--- config.mk ---
export PLATFORM = sky130hd
export DESIGN_NAME = sfps_front
export DESIGN_NICKNAME = d
export VERILOG_FILES = /design/src/design/sfps_pkg.sv /design/src/design/sfps_front.sv
export SDC_FILE = /design/constraint.sdc
export NUM_CORES = 2
export LEC_CHECK = 0
export BUFFER_PORTS_ARGS = -buffer_cell sky130_fd_sc_hd__buf_2
export CELL_PAD_IN_SITES_DETAIL_PLACEMENT = 0
export CELL_PAD_IN_SITES_GLOBAL_PLACEMENT = 1
export CORE_ASPECT_RATIO = 0.6
export CORE_MARGIN = 10
export CORE_UTILIZATION = 45
export CTS_CLUSTER_DIAMETER = 150
export CTS_CLUSTER_SIZE = 20
export DETAILED_ROUTE_END_ITERATION = 7
export GPL_ROUTABILITY_DRIVEN = 0
export PLACE_DENSITY = 0.89
export SYNTH_ARGS = -nofsm -noshare
export SYNTH_HDL_FRONTEND = slang
export SYNTH_SLANG_ARGS = --single-unit
--- constraint.sdc ---
create_clock -name clk -period 7.6 [get_ports clk]
set_input_delay 0.38 -clock clk [delete_from_list [all_inputs] [get_ports clk]]
set_output_delay 0.38 -clock clk [all_outputs]
set_load 0.005 [all_outputs]
--- src/design/sfps_pkg.sv ---
// ----------------------------------------------------------------------------
// sfps_pkg
// Types and constants shared by the starfield projection block.
// ----------------------------------------------------------------------------
`timescale 1ns / 1ps
`default_nettype none

package sfps_pkg;

	localparam int IDX_W = 6;
	localparam int CFG_W = 10;
	localparam int PIX_W = 9;

	localparam logic CMD_SPAWN = 1'b0;
	localparam logic CMD_STEP  = 1'b1;

	typedef enum logic {
		REG_DISPLAY_WIDTH  = 1'b0,
		REG_DISPLAY_HEIGHT = 1'b1
	} reg_idx_t;

	localparam logic [CFG_W-1:0] WIDTH_RESET  = 10'd128;
	localparam logic [CFG_W-1:0] HEIGHT_RESET = 10'd128;
	localparam logic [CFG_W-1:0] WIDE_LIMIT   = 10'd128;

	localparam logic [8:0]  SPREAD_WIDE   = 9'd300;
	localparam logic [8:0]  SPREAD_NARROW = 9'd200;
	localparam logic [8:0]  HALF_WIDE     = 9'd150;
	localparam logic [8:0]  HALF_NARROW   = 9'd100;
	localparam logic [8:0]  DEPTH_MOD     = 9'd400;
	localparam logic [9:0]  DEPTH_BASE    = 10'd100;
	// floor(2^32 / divisor); the quotient estimate is exact or one short.
	localparam logic [31:0] RECIP_WIDE    = 32'd14316557;
	localparam logic [31:0] RECIP_NARROW  = 32'd21474836;
	localparam logic [31:0] RECIP_DEPTH   = 32'd10737418;

	localparam logic [7:0]  SCALE_WIDE    = 8'd150;
	localparam logic [7:0]  SCALE_NARROW  = 8'd100;
	localparam logic [10:0] Z_STEP        = 11'd7;

	// level / 17 equals (level * 241) >> 12 for every 8-bit level.
	localparam logic [7:0]  GRAY_RECIP    = 8'd241;
	localparam int          GRAY_SHIFT    = 12;

	localparam int DIV_STEPS   = 15;
	localparam int QUEUE_DEPTH = 8;
	localparam int QCNT_W      = $clog2(QUEUE_DEPTH + 1);

	typedef struct packed {
		logic signed [8:0] x;
		logic signed [8:0] y;
		logic [9:0]        z;
		logic [7:0]        level;
	} star_t;

	typedef struct packed {
		logic             cmd;
		logic             in_range;
		logic [IDX_W-1:0] idx;
		star_t            spawn;
	} item_t;

	typedef struct packed {
		logic  valid;
		item_t item;
	} push_t;

	typedef struct packed {
		logic              empty;
		logic [QCNT_W-1:0] count;
		item_t             head;
	} q_status_t;

endpackage

`default_nettype wire

--- src/design/sfps_front.sv ---
// ----------------------------------------------------------------------------
// sfps_front
// Accepts commands, checks the star index and reduces the random words.
// ----------------------------------------------------------------------------
`timescale 1ns / 1ps
`default_nettype none

module sfps_front #(
	parameter int NUM_STARS = 64
) (
	input  wire logic                          clk,
	input  wire logic                          arst_n,
	input  wire logic                          start,
	output logic                               busy,
	input  wire logic                          cmd,
	input  wire logic [sfps_pkg::IDX_W-1:0]    star_index,
	input  wire logic [31:0]                   rand_x,
	input  wire logic [31:0]                   rand_y,
	input  wire logic [31:0]                   rand_z,
	input  wire logic [7:0]                    rand_level,
	input  wire logic [sfps_pkg::CFG_W-1:0]    disp_width,
	input  wire logic [sfps_pkg::QCNT_W-1:0]   q_count,
	output sfps_pkg::push_t                    push
);

	localparam int QCNT_W_L = sfps_pkg::QCNT_W + 1;

	logic                       v_s1, v_s2, v_s3;
	logic                       cmd_s1, cmd_s2, cmd_s3;
	logic                       inr_s1, inr_s2, inr_s3;
	logic                       wide_s1, wide_s2, wide_s3;
	logic [sfps_pkg::IDX_W-1:0] idx_s1, idx_s2, idx_s3;
	logic [7:0]                 lvl_s1, lvl_s2, lvl_s3;
	logic [31:0]                rx_s1, ry_s1, rz_s1;
	logic [31:0]                rx_s2, ry_s2, rz_s2;
	logic [25:0]                qx_s2, qy_s2, qz_s2;
	logic [9:0]                 rx_s3, ry_s3, rz_s3;

	logic        accept;
	logic [31:0] recip_s1;
	logic [63:0] prod_x, prod_y, prod_z;
	logic [8:0]  spread_s2, spread_s3, half_s3;
	logic [34:0] qd_x, qd_y, qd_z;
	logic [9:0]  fx, fy, fz;
	logic [QCNT_W_L-1:0] occ;

	assign occ    = QCNT_W_L'(q_count) + QCNT_W_L'(v_s1) + QCNT_W_L'(v_s2)
		+ QCNT_W_L'(v_s3);
	assign busy   = occ >= QCNT_W_L'(sfps_pkg::QUEUE_DEPTH);
	assign accept = start && !busy;

	assign recip_s1  = wide_s1 ? sfps_pkg::RECIP_WIDE : sfps_pkg::RECIP_NARROW;
	assign prod_x    = {32'd0, rx_s1} * {32'd0, recip_s1};
	assign prod_y    = {32'd0, ry_s1} * {32'd0, recip_s1};
	assign prod_z    = {32'd0, rz_s1} * {32'd0, sfps_pkg::RECIP_DEPTH};

	assign spread_s2 = wide_s2 ? sfps_pkg::SPREAD_WIDE : sfps_pkg::SPREAD_NARROW;
	assign qd_x      = qx_s2 * spread_s2;
	assign qd_y      = qy_s2 * spread_s2;
	assign qd_z      = qz_s2 * sfps_pkg::DEPTH_MOD;

	always_ff @(posedge clk or negedge arst_n) begin
		if (!arst_n) begin
			v_s1 <= 1'b0;
			v_s2 <= 1'b0;
			v_s3 <= 1'b0;
		end else begin
			v_s1 <= accept;
			v_s2 <= v_s1;
			v_s3 <= v_s2;
		end
	end

	always_ff @(posedge clk) begin
		if (accept) begin
			cmd_s1  <= cmd;
			idx_s1  <= star_index;
			inr_s1  <= int'(star_index) < NUM_STARS;
			wide_s1 <= disp_width > sfps_pkg::WIDE_LIMIT;
			rx_s1   <= rand_x;
			ry_s1   <= rand_y;
			rz_s1   <= rand_z;
			lvl_s1  <= rand_level;
		end
		cmd_s2  <= cmd_s1;
		idx_s2  <= idx_s1;
		inr_s2  <= inr_s1;
		wide_s2 <= wide_s1;
		lvl_s2  <= lvl_s1;
		rx_s2   <= rx_s1;
		ry_s2   <= ry_s1;
		rz_s2   <= rz_s1;
		qx_s2   <= prod_x[57:32];
		qy_s2   <= prod_y[57:32];
		qz_s2   <= prod_z[57:32];
		cmd_s3  <= cmd_s2;
		idx_s3  <= idx_s2;
		inr_s3  <= inr_s2;
		wide_s3 <= wide_s2;
		lvl_s3  <= lvl_s2;
		// The true remainder is below twice the divisor, so ten bits hold it.
		rx_s3   <= 10'(rx_s2 - 32'(qd_x));
		ry_s3   <= 10'(ry_s2 - 32'(qd_y));
		rz_s3   <= 10'(rz_s2 - 32'(qd_z));
	end

	assign spread_s3 = wide_s3 ? sfps_pkg::SPREAD_WIDE : sfps_pkg::SPREAD_NARROW;
	assign half_s3   = wide_s3 ? sfps_pkg::HALF_WIDE : sfps_pkg::HALF_NARROW;
	assign fx = (rx_s3 >= {1'b0, spread_s3}) ? rx_s3 - {1'b0, spread_s3} : rx_s3;
	assign fy = (ry_s3 >= {1'b0, spread_s3}) ? ry_s3 - {1'b0, spread_s3} : ry_s3;
	assign fz = (rz_s3 >= {1'b0, sfps_pkg::DEPTH_MOD}) ?
		rz_s3 - {1'b0, sfps_pkg::DEPTH_MOD} : rz_s3;

	always_comb begin
		push.valid               = v_s3;
		push.item.cmd            = cmd_s3;
		push.item.in_range       = inr_s3;
		push.item.idx            = idx_s3;
		push.item.spawn.x        = 9'(fx - {1'b0, half_s3});
		push.item.spawn.y        = 9'(fy - {1'b0, half_s3});
		push.item.spawn.z        = fz + sfps_pkg::DEPTH_BASE;
		push.item.spawn.level    = lvl_s3;
	end

endmodule

`default_nettype wire

==> flow_summary.toml <==
[sta]
tightest_slew_ns = 0.828
min_period_over_period_pct = 93.0
clock_skew_ns = 0.0517
hold_viol = 0
setup_viol = 0
finalSetupTns_ns = 0
hold_slack_ns = 0.0191
slew-limit-headroom_pct = 44.8
layout_min_cycle_time_ns = 7.07
slew_violations = 0
rsz0062_at_grt = "no"
fmax_ghz = 0.141

[routing]
vias_per_cell = 4.84
routed_wl_um = 120000
via_count = 28990
first_iter_violations = 2155
wire_per_inst_um = 20.1
drcViolationCount = 0
dr.pass1.iters = 6
postRouteAntennaNets = 0

[grt]
antenna_found_initial = 3
busiest_layer = "met1"
grt_pass1_vias = 31535
use_met2_pct = 27.6
grt_use_met3_pct = 10.6
groute.usage.overall_pct = 21.6
grtUsageMet1_pct = 32.9
grt_pass1_wl_um = 189000
grt_max_degree = 114
gr-total-overflow = 0

[synthesis]
synth_cells = 4415
synth_common_cells = "inv_1, fa_1, ha_1"
synth_edf_count = 112
syn_area_um2 = 45600
synthAdderAreaFrac_pct = 62.6
synth_most_common_cell = "inv_1"
yosysUniqueCellTypes = 77
synth_simple_gate_area_share_pct = 4.47
ys_warn_count = 0
synth_seq_cells = 229
yosys-top-cells-area = "fa_1, ha_1, inv_1, edfxtp_1, dfxtp_1"
ys_seq_area_share_pct = 12.5
synth_top_area_share_pct = 40.1
muxShareOfSynthArea_pct = 0.0247
synth_top_family_by_area = "adder cells"
synth_compound_area_share_pct = 3.35
async_flop_share_pct = 1.31
yosys.area.top_type = "fa_1"
syn_avg_cell_area_um2 = 10.3
synth-xor-area-share_pct = 3.34
ys.flop_type = "dfxtp_1"

[placement]
hpwl_um = 107000
port_buffers = 172

[clock_network]
htreeDepth = 1
insertion_delay_ns = 0.59
post_cts_buffers = 0
clk_pin_slew_ns = 0.11
tritoncts = "yes"
cts_buffers = 15
ctsHoldBuffers = 105
post_cts_resized = 0
clockBufferDepth = 3
clockRootBuffer = "clkbuf_16"
cts_sinks = 229

[floorplanning]
dieArea_um2 = 115000
core_area_um2 = 101000
die_w_um = 431
num_io_pins = 174
die-height_um = 267
rows = 90
start_util_pct = 45.3

[cells_and_area]
synthToLayoutAreaGrowth_pct = 8.65
layout-drive-gt1-share_pct = 5.69
fillCellCount = 9012
nNetsFinal = 6508

[critical_path]
worst-path-max-fanout = 81
crit_type = "flop to flop"
arrival_ns = 7.52
cp_top_family = "adder cells"
crit_slowest_cell = "fa_1"
crit_top_cell = "fa_1"
crit_required_ns = 8.05
critPathBufInv = 6
end_kind = "flop"
cp_cell_sequence = "buf_12, nand2b_1, inv_1, fa_1, inv_1, fa_1, inv_1, fa_1, fa_1, fa_1, fa_1, inv_1, fa_1, inv_1, ha_1, a211oi_1, o22ai_1, nor3_1, nand3_1, o21ai_1, o21ai_0, a31oi_1, xnor2_1"
start_kind = "flop"
max_stage_delay_ns = 0.56

[run_status]
status = "finished, final reports clean"

[job]
max-cap-violations = 0

[min_path]
hold_path_class = "input port to flop"
-- worst register-to-register path, delay by kind of cell, from the launching register on --
kind                     cells  cell delay (ns)
flip-flops                   1             0.39
adder cells (fa/ha/maj)      8             4.04
buffers and inverters        6             0.69
AO/OA/AOI/OAI                5             1.10
XOR/XNOR                     1             0.09
AND/OR/NAND/NOR              3             0.69
-- final cells by class --
class	count	area (um^2)	share of cell area, %
Antenna cell	2	5.00	0.0101
Clock buffer	23	427	0.861
Clock inverter	2	17.5	0.0354
Inverter	1559	5850	11.8
Multi-Input combinational cell	2531	33600	67.9
Sequential cell	229	5720	11.5
Tap cell	1334	1670	3.37
Timing Repair Buffer	313	2210	4.46
-- metrics by stage --
stage	cells	instance area (um^2)	worst slack (ns)	util [%]
after global placement	5861	48000	0.619	47.8
after CTS	5991	49500	0.554	49.3
after floorplan	4416	45600	0.340	-
after detailed placement	5861	48000	0.571	47.8
after global routing	5993	49500	0.0191	49.3
final	5993	49500	0.532	49.3
-- logic make-up (layout without fill, tap and decap cells) --
logic type	count (synthesis)	after routing
mux	1	1
simple gates	412	412
compound gates	210	210
xor+xnor	174	174
other cells	2	5
buf+inv	1656	1897
fa+ha+maj	1731	1731
flops	229	229
-- registers in the layout, indices dropped and copies added, names as in the netlist, 6 cells and up --
register,flops
rz_s3,10
idx_s1,6
qx_s2,8
ry_s3,10
rx_s2,10
rz_s2,10
lvl_s3,8
qz_s2,6
rx_s3,10
idx_s3,6
rx_s1,32
lvl_s2,8
qy_s2,8
ry_s1,32
rz_s1,32
ry_s2,10
idx_s2,6
lvl_s1,8
-- cells in the final DEF, fill, tap and decap left out, types with 5 or more instances in the layout --
cell type,count
a21oi_1,65
nand2_1,187
nand3_1,23
o21ai_0,30
clkbuf_1,7
o21ai_1,6
a21o_1,15
o21bai_1,12
a31oi_1,7
nor3_1,9
clkbuf_16,16
o2111ai_1,5
dfxtp_1,114
dlygate4sd3_1,105
nor2b_1,27
o211ai_1,7
o21a_1,10
or2_2,8
nand2b_1,70
nor2_1,35
a211oi_1,8
xor2_1,35
edfxtp_1,112
nand4_1,11
ha_1,817
and2_1,21
xnor2_1,139
buf_4,34
buf_2,172
inv_1,1559
fa_1,914
-- routing by layer --
metal | share of wire, % | vias up
li1 | - | 13314
met1 | 48 | 14405
met2 | 37 | 1187
met3 | 14 | 80
met4 | 1.0 | 4
met5 | 0.076 | -
-- final timing paths --
check	from	end	slack (ns)	cells past startpoint
max in group asynchronous	arst_n	v_s3$_DFF_PN0_	7.33	2
min in group asynchronous	arst_n	v_s2$_DFF_PN0_	0.15	2
min reg2reg	lvl_s1[0]$_DFFE_PP_	lvl_s2[0]$_DFF_P_	0.30	0
max	wide_s1$_DFFE_PP_	qx_s2[7]$_DFF_P_	0.53	23
max reg2reg	wide_s1$_DFFE_PP_	qx_s2[7]$_DFF_P_	0.53	23
min	rand_x[12]	rx_s1[12]$_DFFE_PP_	0.02	1
Power is not shown: default switching activity piles up to over one toggle a cycle in this logic, so the estimate is an artifact.
