File: src/design/sfps_pkg.sv
// ----------------------------------------------------------------------------
// sfps_pkg
// Types and constants shared by the starfield projection block.
// ----------------------------------------------------------------------------
`timescale 1ns / 1ps
`default_nettype none

package sfps_pkg;

	localparam int IDX_W = 6;
	localparam int CFG_W = 10;
	localparam int PIX_W = 9;

	localparam logic CMD_SPAWN = 1'b0;
	localparam logic CMD_STEP  = 1'b1;

	typedef enum logic {
		REG_DISPLAY_WIDTH  = 1'b0,
		REG_DISPLAY_HEIGHT = 1'b1
	} reg_idx_t;

	localparam logic [CFG_W-1:0] WIDTH_RESET  = 10'd128;
	localparam logic [CFG_W-1:0] HEIGHT_RESET = 10'd128;
	localparam logic [CFG_W-1:0] WIDE_LIMIT   = 10'd128;

	localparam logic [8:0]  SPREAD_WIDE   = 9'd300;
	localparam logic [8:0]  SPREAD_NARROW = 9'd200;
	localparam logic [8:0]  HALF_WIDE     = 9'd150;
	localparam logic [8:0]  HALF_NARROW   = 9'd100;
	localparam logic [8:0]  DEPTH_MOD     = 9'd400;
	localparam logic [9:0]  DEPTH_BASE    = 10'd100;
	// floor(2^32 / divisor); the quotient estimate is exact or one short.
	localparam logic [31:0] RECIP_WIDE    = 32'd14316557;
	localparam logic [31:0] RECIP_NARROW  = 32'd21474836;
	localparam logic [31:0] RECIP_DEPTH   = 32'd10737418;

	localparam logic [7:0]  SCALE_WIDE    = 8'd150;
	localparam logic [7:0]  SCALE_NARROW  = 8'd100;
	localparam logic [10:0] Z_STEP        = 11'd7;

	// level / 17 equals (level * 241) >> 12 for every 8-bit level.
	localparam logic [7:0]  GRAY_RECIP    = 8'd241;
	localparam int          GRAY_SHIFT    = 12;

	localparam int DIV_STEPS   = 15;
	localparam int QUEUE_DEPTH = 8;
	localparam int QCNT_W      = $clog2(QUEUE_DEPTH + 1);

	typedef struct packed {
		logic signed [8:0] x;
		logic signed [8:0] y;
		logic [9:0]        z;
		logic [7:0]        level;
	} star_t;

	typedef struct packed {
		logic             cmd;
		logic             in_range;
		logic [IDX_W-1:0] idx;
		star_t            spawn;
	} item_t;

	typedef struct packed {
		logic  valid;
		item_t item;
	} push_t;

	typedef struct packed {
		logic              empty;
		logic [QCNT_W-1:0] count;
		item_t             head;
	} q_status_t;

endpackage

`default_nettype wire

File: src/design/sfps_queue.sv
// ----------------------------------------------------------------------------
// sfps_queue
// Short queue of classified words between the front and the back.
// ----------------------------------------------------------------------------
`timescale 1ns / 1ps
`default_nettype none

module sfps_queue (
	input  wire logic            clk,
	input  wire logic            arst_n,
	input  wire sfps_pkg::push_t push,
	input  wire logic            pop,
	output sfps_pkg::q_status_t  status
);

	localparam int PW = $clog2(sfps_pkg::QUEUE_DEPTH);

	sfps_pkg::item_t             slot_q [0:sfps_pkg::QUEUE_DEPTH-1];
	logic [PW-1:0]               wr_q, rd_q;
	logic [sfps_pkg::QCNT_W-1:0] cnt_q;

	always_ff @(posedge clk or negedge arst_n) begin
		if (!arst_n) begin
			wr_q  <= '0;
			rd_q  <= '0;
			cnt_q <= '0;
		end else begin
			if (push.valid) begin
				wr_q <= wr_q + 1'b1;
			end
			if (pop) begin
				rd_q <= rd_q + 1'b1;
			end
			cnt_q <= cnt_q + sfps_pkg::QCNT_W'(push.valid) - sfps_pkg::QCNT_W'(pop);
		end
	end

	always_ff @(posedge clk) begin
		if (push.valid) begin
			slot_q[wr_q] <= push.item;
		end
	end

	assign status.empty = cnt_q == '0;
	assign status.count = cnt_q;
	assign status.head  = slot_q[rd_q];

endmodule

`default_nettype wire

File: config.mk
export PLATFORM = sky130hd
export DESIGN_NAME = sfps_queue
export DESIGN_NICKNAME = d
export VERILOG_FILES = /design/src/design/sfps_pkg.sv /design/src/design/sfps_queue.sv
export SDC_FILE = /design/constraint.sdc
export NUM_CORES = 1
export LEC_CHECK = 0
export ABC_AREA = 1
export BUFFER_PORTS_ARGS = -buffer_cell sky130_fd_sc_hd__buf_2
export CAP_MARGIN = 10
export CORE_ASPECT_RATIO = 0.7
export CORE_UTILIZATION = 40
export CTS_CLUSTER_DIAMETER = 60
export DETAILED_ROUTE_END_ITERATION = 10
export PLACE_DENSITY_LB_ADDON = 0.3
export SYNTH_ARGS = -nofsm -noshare
export SYNTH_HDL_FRONTEND = slang
export SYNTH_SLANG_ARGS = --single-unit
File: constraint.sdc
create_clock -name clk -period 4.57 [get_ports clk]
set_input_delay 0.2285 -clock clk [delete_from_list [all_inputs] [get_ports clk]]
set_output_delay 0.2285 -clock clk [all_outputs]
set_load 0.05 [all_outputs]
==> impl_metrics.toml, run 1 <==
[setup_path]
arrival_ps = 3180
reg2reg_depth = 3
cp-end-kind = "primary output"
cp_max_fo = 87
worstReg2RegEnd = "slot_q[0][17]"
rr_startpoint = "wr_q[0]"
crit_family = "buffers and inverters"
slowest_stage = "inv_4"
path_class = "reg2out"
path_buf_inv = 3
slowest_delay_ps = 760
required_ps = 4340
path_common_cell = "nand2_1"
path_cells = "inv_4 > buf_4 > nand2_1 > nand3_1 > nand2_1 > nand2_1 > nand2_1 > buf_2"
cp-start-kind = "register"
reg2reg_slack_ps = 2140

[route]
totalWireLength_mm = 35.1
num_vias = 10200
drt_pass1_iterations = 5
route.detailed.drc = 0
drt_iter0_drc = 699
ant_nets = 0
avgRoutedWirePerCell_um = 15.5
via_per_inst = 4.53

[sta]
period_share = 0.746
postLayoutSetupSlackWorst_ps = 1160
fmaxAchievable_ghz = 0.293
hold_viol = 0
maxSlewHeadroom = 0.238
skew_ps = 16.5
slew_violations = 0
rsz0062_at_grt = "no"
tns_ps = 0
fin_crit_ps = 3410
worstMarginPinSlew_ps = 1140
setup_viol = 0

[global_route]
antenna_found_initial = 2
use_met3 = 0.0300
grt_max_degree = 90
grt_pass1_wl_mm = 55.4
gr-usage-met1 = 0.249
met2_usage = 0.285
grt_pass1_vias = 9984
grt_usage = 0.177
grt_busiest_layer = "met2"
overflow = 0

[final_layout]
layout_common_cells = "nand2_1 (585), inv_1 (366), edfxtp_1 (352), nand3_1 (177), buf_2 (96)"
layout_commonest_cell = "nand2_1"
area_growth_pct = 15.3
multi_input_area_um2 = 3350
seqCellArea_um2 = 10800
finalNonFillerCells = 2264
fill_cells = 3538
layout.nets = 1766
fin_util = 0.473
drive_above_1_share = 0.101

[yosys]
synthCells = 1586
synthTopCellsByArea = "edfxtp_1 (66%), nand2_1 (14%), inv_1 (8.6%), nand3_1 (5.6%), dfrtp_1 (1.6%)"
avgSynthCellArea_um2 = 10.0
syn_nets = 1642
synth.top_cell.area_share = 0.664
ys_types = 20
synth.cell_area_um2 = 15900
ys_seq_area_frac = 0.679
synth_seq_cells = 362
yosys.area.top_type = "edfxtp_1"
yosys_warnings = 0

[cts]
cts_made_buffers = 36
htreeDepth = 2
clock_latency_ps = 530
cts_resized = 0
post_cts_buffers = 0
clockBufferDepth = 3
cts.sinks = 362
cts_tree = "done"
cts-root-buf = "clkbuf_16"
clk_pin_slew_ps = 60
cts_hold_buf = 41

[placed_design]
dp_slack_ps = 1710
dp_cells = 2158
dp_hpwl_mm = 18.6
gp_congestion = 0.735
io_buffers = 96

[min_path]
min-delay-start = "push[30]"
hold_end = "slot_q[3][30]"
hold_depth = 1
hp-class = "in2reg"

[floorplan]
start_util = 0.410
dieHeight_um = 169
io_pins = 97
die_w_um = 241
die-area_um2 = 40600
core_um2 = 38800
row_count = 60

[run]
maxCapViolations = 0

[power_and_ir_drop]
leakage_uw = 0.00847
ir_drop_v = 0.000434
powerDensity_nw_per_um2 = 654

[status]
status = "finished, final reports clean"
-- worst register-to-register path, cell delays in order, from the launching register on --
cell     delay (ps)
dfrtp_1         410
or2_2           420
nor2_4          750
buf_4           490
-- metrics by stage --
step / hold slack [ps] / area, um2 / power, uW
4_1_cts: 1.97 / 18400 / 12100
3_5_place_dp: 109 / 16800 / 9230
2_1_floorplan: -67.1 / 15900 / 8070
5_1_grt: 17.9 / 18400 / 12800
3_3_place_gp: 108 / 16800 / 9180
6_report: 17.8 / 18400 / 12000
-- where the power goes --
group | total [uW] | switching, uW | internal [uW]
registers | 4270 | 230 | 4040
clock network | 2870 | 1220 | 1650
logic | 4870 | 3710 | 1160
-- cells in the mapped netlist --
cell	instances
nand3_1	177
xor2_1	4
buf_4	13
o21ai_0	2
buf_1	6
nand2_1	585
dfrtp_1	10
nor2_1	9
ha_1	7
buf_2	26
buf_6	13
edfxtp_1	352
clkinv_1	1
inv_4	2
or2_2	1
a21oi_1	1
fa_1	1
clkbuf_1	9
inv_1	366
xnor2_1	1
-- state kept, by name (all words and copies together) (netlist names) --
register and count:
cnt_q 4, rd_q 3, slot_q 352, wr_q 3
-- layout make-up --
class,count,share of cell area
clock buffer,46,0.0522
timing repair buffer,153,0.0557
antenna,1,0.000136
inverter,369,0.0757
multi-input combinational,788,0.182
clock inverter,18,0.00865
tap,527,0.0359
sequential,362,0.589
-- per-layer routing --
layer,part of all wire,vias to the layer above,wire length [um]
li1,-,5161,-
met1,0.47,4763,16400
met2,0.46,261,16100
met3,0.057,58,1990
met4,0.019,2,653
met5,0.00034,-,12
-- worst max-delay path by stage --
stage                     startpoint            to  depth (start not counted)
final                        rd_q[0]    status[34]                          8
after CTS                    rd_q[0]    status[34]                          8
after global routing         rd_q[0]    status[34]                          8
after floorplan              wr_q[0]  slot_q[0][0]                          2
after global placement       rd_q[0]    status[34]                          8
after detailed placement     rd_q[0]    status[34]                          8
-- cell families after synthesis --
logic type,count (synthesis),share of synthesized area
compound gates,3,0.000942
xor+xnor,5,0.00275
fa+ha+maj,8,0.00675
buf+inv,436,0.114
flops,362,0.679
simple gates,772,0.196
(Power assumes the default switching activity.)
==> run 2, diff against run 1 <==
==> constraint.sdc (replaced) <==
create_clock -name clk -period 3.5 [get_ports clk]
set_input_delay 0.175 -clock clk [delete_from_list [all_inputs] [get_ports clk]]
set_output_delay 0.175 -clock clk [all_outputs]
set_load 0.05 [all_outputs]
==> impl_metrics.toml, run 2 (same netlist as run 1, synthesis figures left out) <==
[sta]
fin_crit_ps = 2940
worstMarginPinSlew_ps = 818
period_share = 0.841
rsz0062_at_grt = "no"
hold_viol = 0
tns_ps = 0
hold_ws_ps = 66.6
fmaxAchievable_ghz = 0.340
maxSlewHeadroom = 0.454
skew_ps = 9.10
setup_viol = 0
slew_violations = 0

[global_route]
grt_max_degree = 111
antenna_found_initial = 2
grt_pass1_wl_mm = 55.5
overflow = 0
grt_pass1_vias = 10000
grt_usage = 0.178

[power_and_ir_drop]
ir_drop_v = 0.000733
powerDensity_nw_per_um2 = 844
leakage_uw = 0.00852

[floorplan]
die_w_um = 241
dieHeight_um = 169
io_pins = 97
die-area_um2 = 40600
core_um2 = 38800
start_util = 0.410
row_count = 60

[run]
maxCapViolations = 0

[final_layout]
layout.nets = 1776
area_growth_pct = 16.1
largest_reg_flops = 352
regMostFlops = "slot_q"
drive_above_1_share = 0.101
layout_commonest_cell = "nand2_1"
reg.largest.list = "slot_q: 352 flops, cnt_q: 4 flops"
layout_common_cells = "nand2_1 (585), inv_1 (366), edfxtp_1 (352), nand3_1 (177), buf_2 (96)"

[setup_path]
cp-start-kind = "register"
slowest_delay_ps = 740
crit_family = "buffers and inverters"
path_common_cell = "nand2_1"
path_class = "reg2out"
arrival_ps = 2770
cp_max_fo = 54
required_ps = 3320
path_cells = "buf_4 > nand3_1 > nand2_1 > nand2_1 > nand2_1 > buf_2"
cp-end-kind = "primary output"
path_buf_inv = 2
slowest_stage = "dfrtp_4"

[min_path]
hp-class = "in2async"

[route]
drt_iter0_drc = 637
ant_nets = 0
via_per_inst = 4.50
totalWireLength_mm = 35.1
route.detailed.drc = 0
drt_pass1_iterations = 5
num_vias = 10200
avgRoutedWirePerCell_um = 15.4

[cts]
cts_hold_buf = 47
cts.sinks = 362
cts_made_buffers = 35
clk_pin_slew_ps = 60
cts-root-buf = "clkbuf_16"
clockBufferDepth = 3
post_cts_buffers = 0
cts_tree = "done"
clock_latency_ps = 520
cts_resized = 0
htreeDepth = 2

[status]
status = "finished, final reports clean"

[placed_design]
dp_hpwl_mm = 18.3
gp_congestion = 0.722
io_buffers = 96
[run 2: stage by stage]
step                      cells  area [um2]  setup WS (ps)  power, uW   util
after detailed placement   2163       17000           1130      12100  0.437
after floorplan            1586       15900            470      10500      -
final                      2273       18500            557      15600  0.477
after CTS                  2271       18500            543      15800  0.476
after global placement     2163       17000           1120      12100  0.437
after global routing       2273       18500            366      16600  0.477
[run 2: layout make-up]
cell class | instances | area, um2
multi-input combinational | 788 | 3350
sequential | 362 | 10800
antenna | 2 | 5.00
tap | 527 | 659
fill | 3624 | 20300
clock inverter | 10 | 71.3
clock buffer | 51 | 998
timing repair buffer | 164 | 1200
inverter | 369 | 1390
[run 2: final timing paths]
| kind | from | to | slack, ps | cells past startpoint |
|---|---|---|---|---|
| setup / recovery | rd_q[1] | status[34] | 560 | 6 |
| hold / removal | arst_n | cnt_q[0] | 70 | 2 |
| setup reg to reg | wr_q[0] | slot_q[2][36] | 1400 | 3 |
| hold reg to reg | wr_q[0] | wr_q[0] | 530 | 2 |
| max in group asynchronous | arst_n | rd_q[1] | 3190 | 2 |
| min in group clk | pop | rd_q[0] | 460 | 3 |
[run 2: worst reg2reg max path, delay by kind of cell, from the launching register on]
kind,cells,cell delay [ps]
and+or+nand+nor,2,1070
DFF,1,400
buffers and inverters,1,330
[run 2: metal layers]
layer | vias to the layer above | global-route usage | part of all wire
met5 | - | 0 | 0
met4 | 0 | 0.0368 | 0.012
met3 | 38 | 0.0351 | 0.054
met2 | 216 | 0.295 | 0.47
met1 | 4797 | 0.242 | 0.46
li1 | 5182 | - | -
[run 2: report_power, final]
part / internal [uW] / total, uW / leakage (uW) / switching [uW]
registers: 5270 / 5530 / 0.00331 / 254
clock network: 2050 / 3600 / 0.000518 / 1550
logic: 1590 / 6500 / 0.00468 / 4910
total: 8910 / 15600 / 0.00852 / 6710
==> run 3, diff against run 2 <==
==> constraint.sdc (replaced) <==
create_clock -name clk -period 3 [get_ports clk]
set_input_delay 0.15 -clock clk [delete_from_list [all_inputs] [get_ports clk]]
set_output_delay 0.15 -clock clk [all_outputs]
set_load 0.05 [all_outputs]
==> impl_metrics.toml, run 3 (same netlist as run 1, synthesis figures left out) <==
[floorplan]
dieHeight_um = 169
core_um2 = 38800
die_w_um = 241
start_util = 0.410
io_pins = 97
die-area_um2 = 40600
row_count = 60

[sta]
skew_ps = 15.4
fmaxAchievable_ghz = 0.390
hold_viol = 0
hold_ws_ps = 53.9
maxSlewHeadroom = 0.438
fin_crit_ps = 2560
setup_viol = 0
worstMarginPinSlew_ps = 843
period_share = 0.854
postLayoutSetupSlackWorst_ps = 439
rsz0062_at_grt = "no"
slew_violations = 0

[placed_design]
dp_slack_ps = 961
gp_congestion = 0.757
dp_cells = 2167
io_buffers = 96
dp_hpwl_mm = 19.0

[power_and_ir_drop]
finalPower_uw = 18500
leakage_uw = 0.00857
powerDensity_nw_per_um2 = 997
ir_drop_v = 0.000685

[setup_path]
path_buf_inv = 3
setup.worst_path.start = "rd_q[0]"
slowest_delay_ps = 500
arrival_ps = 2410
cp_max_fo = 53
reg2reg_depth = 3
rr_startpoint = "wr_q[0]"
reg2reg_slack_ps = 940
path_class = "reg2out"
endpoint = "status[5]"
cp-start-kind = "register"
required_ps = 2850
cp-end-kind = "primary output"
path_common_cell = "nand2_1"
cp.depth = 8
crit_family = "buffers and inverters"
path_cells = "inv_4 > buf_4 > nand2_1 > nand3_1 > nand2_1 > nand2_1 > nand2_1 > buf_2"
worstReg2RegEnd = "slot_q[0][17]"
slowest_stage = "dfrtp_4"

[global_route]
grt_max_degree = 179
grt_usage = 0.176
antenna_found_initial = 3
overflow = 0
grt_pass1_vias = 10000
grt_pass1_wl_mm = 55.1

[cts]
htreeDepth = 2
cts_tree = "done"
clk_pin_slew_ps = 60
cts_made_buffers = 36
clockBufferDepth = 3
clock_latency_ps = 520
cts.sinks = 362
post_cts_buffers = 0
cts-root-buf = "clkbuf_16"

[final_layout]
layout_commonest_cell = "nand2_1"
finalNonFillerCells = 2275
layout_common_cells = "nand2_1 (585), inv_1 (366), edfxtp_1 (352), nand3_1 (177), buf_2 (96)"
largest_reg_flops = 352
reg.largest.list = "slot_q: 352 flops, cnt_q: 4 flops"
fin_util = 0.479
regMostFlops = "slot_q"
layout.nets = 1781
drive_above_1_share = 0.105
area_growth_pct = 16.8

[route]
ant_nets = 0
drt_iter0_drc = 669
route.detailed.drc = 0
num_vias = 10400
drt_pass1_iterations = 5
via_per_inst = 4.56
totalWireLength_mm = 35.0
avgRoutedWirePerCell_um = 15.4

[min_path]
hp-class = "in2async"

[run]
maxCapViolations = 0

[status]
status = "finished, final reports clean"
==> run 3: changes by cell type in the layout (fill, tap and decap cells not counted) <==
cell and delta:
clkbuf_1 -4, diode_2 -1, bufinv_16 +3, buf_12 +1
clkinvlp_4 +1, clkbuf_8 -2, clkinv_2 +1, buf_4 +3
==> run 3: layout make-up <==
cell class,count,area [um2]
multi-input combinational,788,3350
inverter,369,1390
fill,3573,20200
clock inverter,15,174
tap,527,659
timing repair buffer,168,1240
antenna,1,2.50
clock buffer,45,956
sequential,362,10800
==> run 3: how the worst min path moves through the flow <==
stage | cells after the start | end | slack [ps] | start
6_report | 2 | cnt_q[0] | 50 | arst_n
5_1_grt | 2 | cnt_q[0] | 50 | arst_n
4_1_cts | 2 | wr_q[1] | 40 | arst_n
3_5_place_dp | 1 | cnt_q[0] | 50 | arst_n
3_3_place_gp | 1 | cnt_q[0] | 50 | arst_n
2_1_floorplan | 0 | cnt_q[0] | -150 | arst_n
==> run 3: worst register-to-register path, delay by kind of cell, from the launching register on <==
| family | cells | cell delay (ps) |
|---|---|---|
| buffers and inverters | 1 | 400 |
| DFF | 1 | 410 |
| and+or+nand+nor | 2 | 910 |
==> run 3: per-stage QoR <==
stage / area (um2) / TNS (ps)
global placement: 17000 / 0
floorplan: 15900 / -5310
finish: 18600 / 0
global route: 18600 / 0
CTS: 18600 / 0
detailed placement: 17000 / 0
==> run 3: what timing repair did <==
item | in CTS | in global routing
gates resized for setup | 0 | 0
hold endpoints to repair | 369 | 0
hold buffers | 47 | 0
==> run 3: per-layer routing <==
layer / vias up / global-route usage / part of all wire
li1: 5190 / - / -
met1: 4886 / 0.256 / 0.49
met2: 235 / 0.271 / 0.44
met3: 54 / 0.0316 / 0.055
met4: 4 / 0.0440 / 0.018
met5: - / 0 / 0.00080
==> run 3: report_power, final <==
part	leakage [uW]	internal [uW]	switching (uW)	total (uW)
Sequential	0.00331	6150	154	6310
Clock	0.000546	2590	1830	4420
Combinational	0.00471	1920	5890	7810
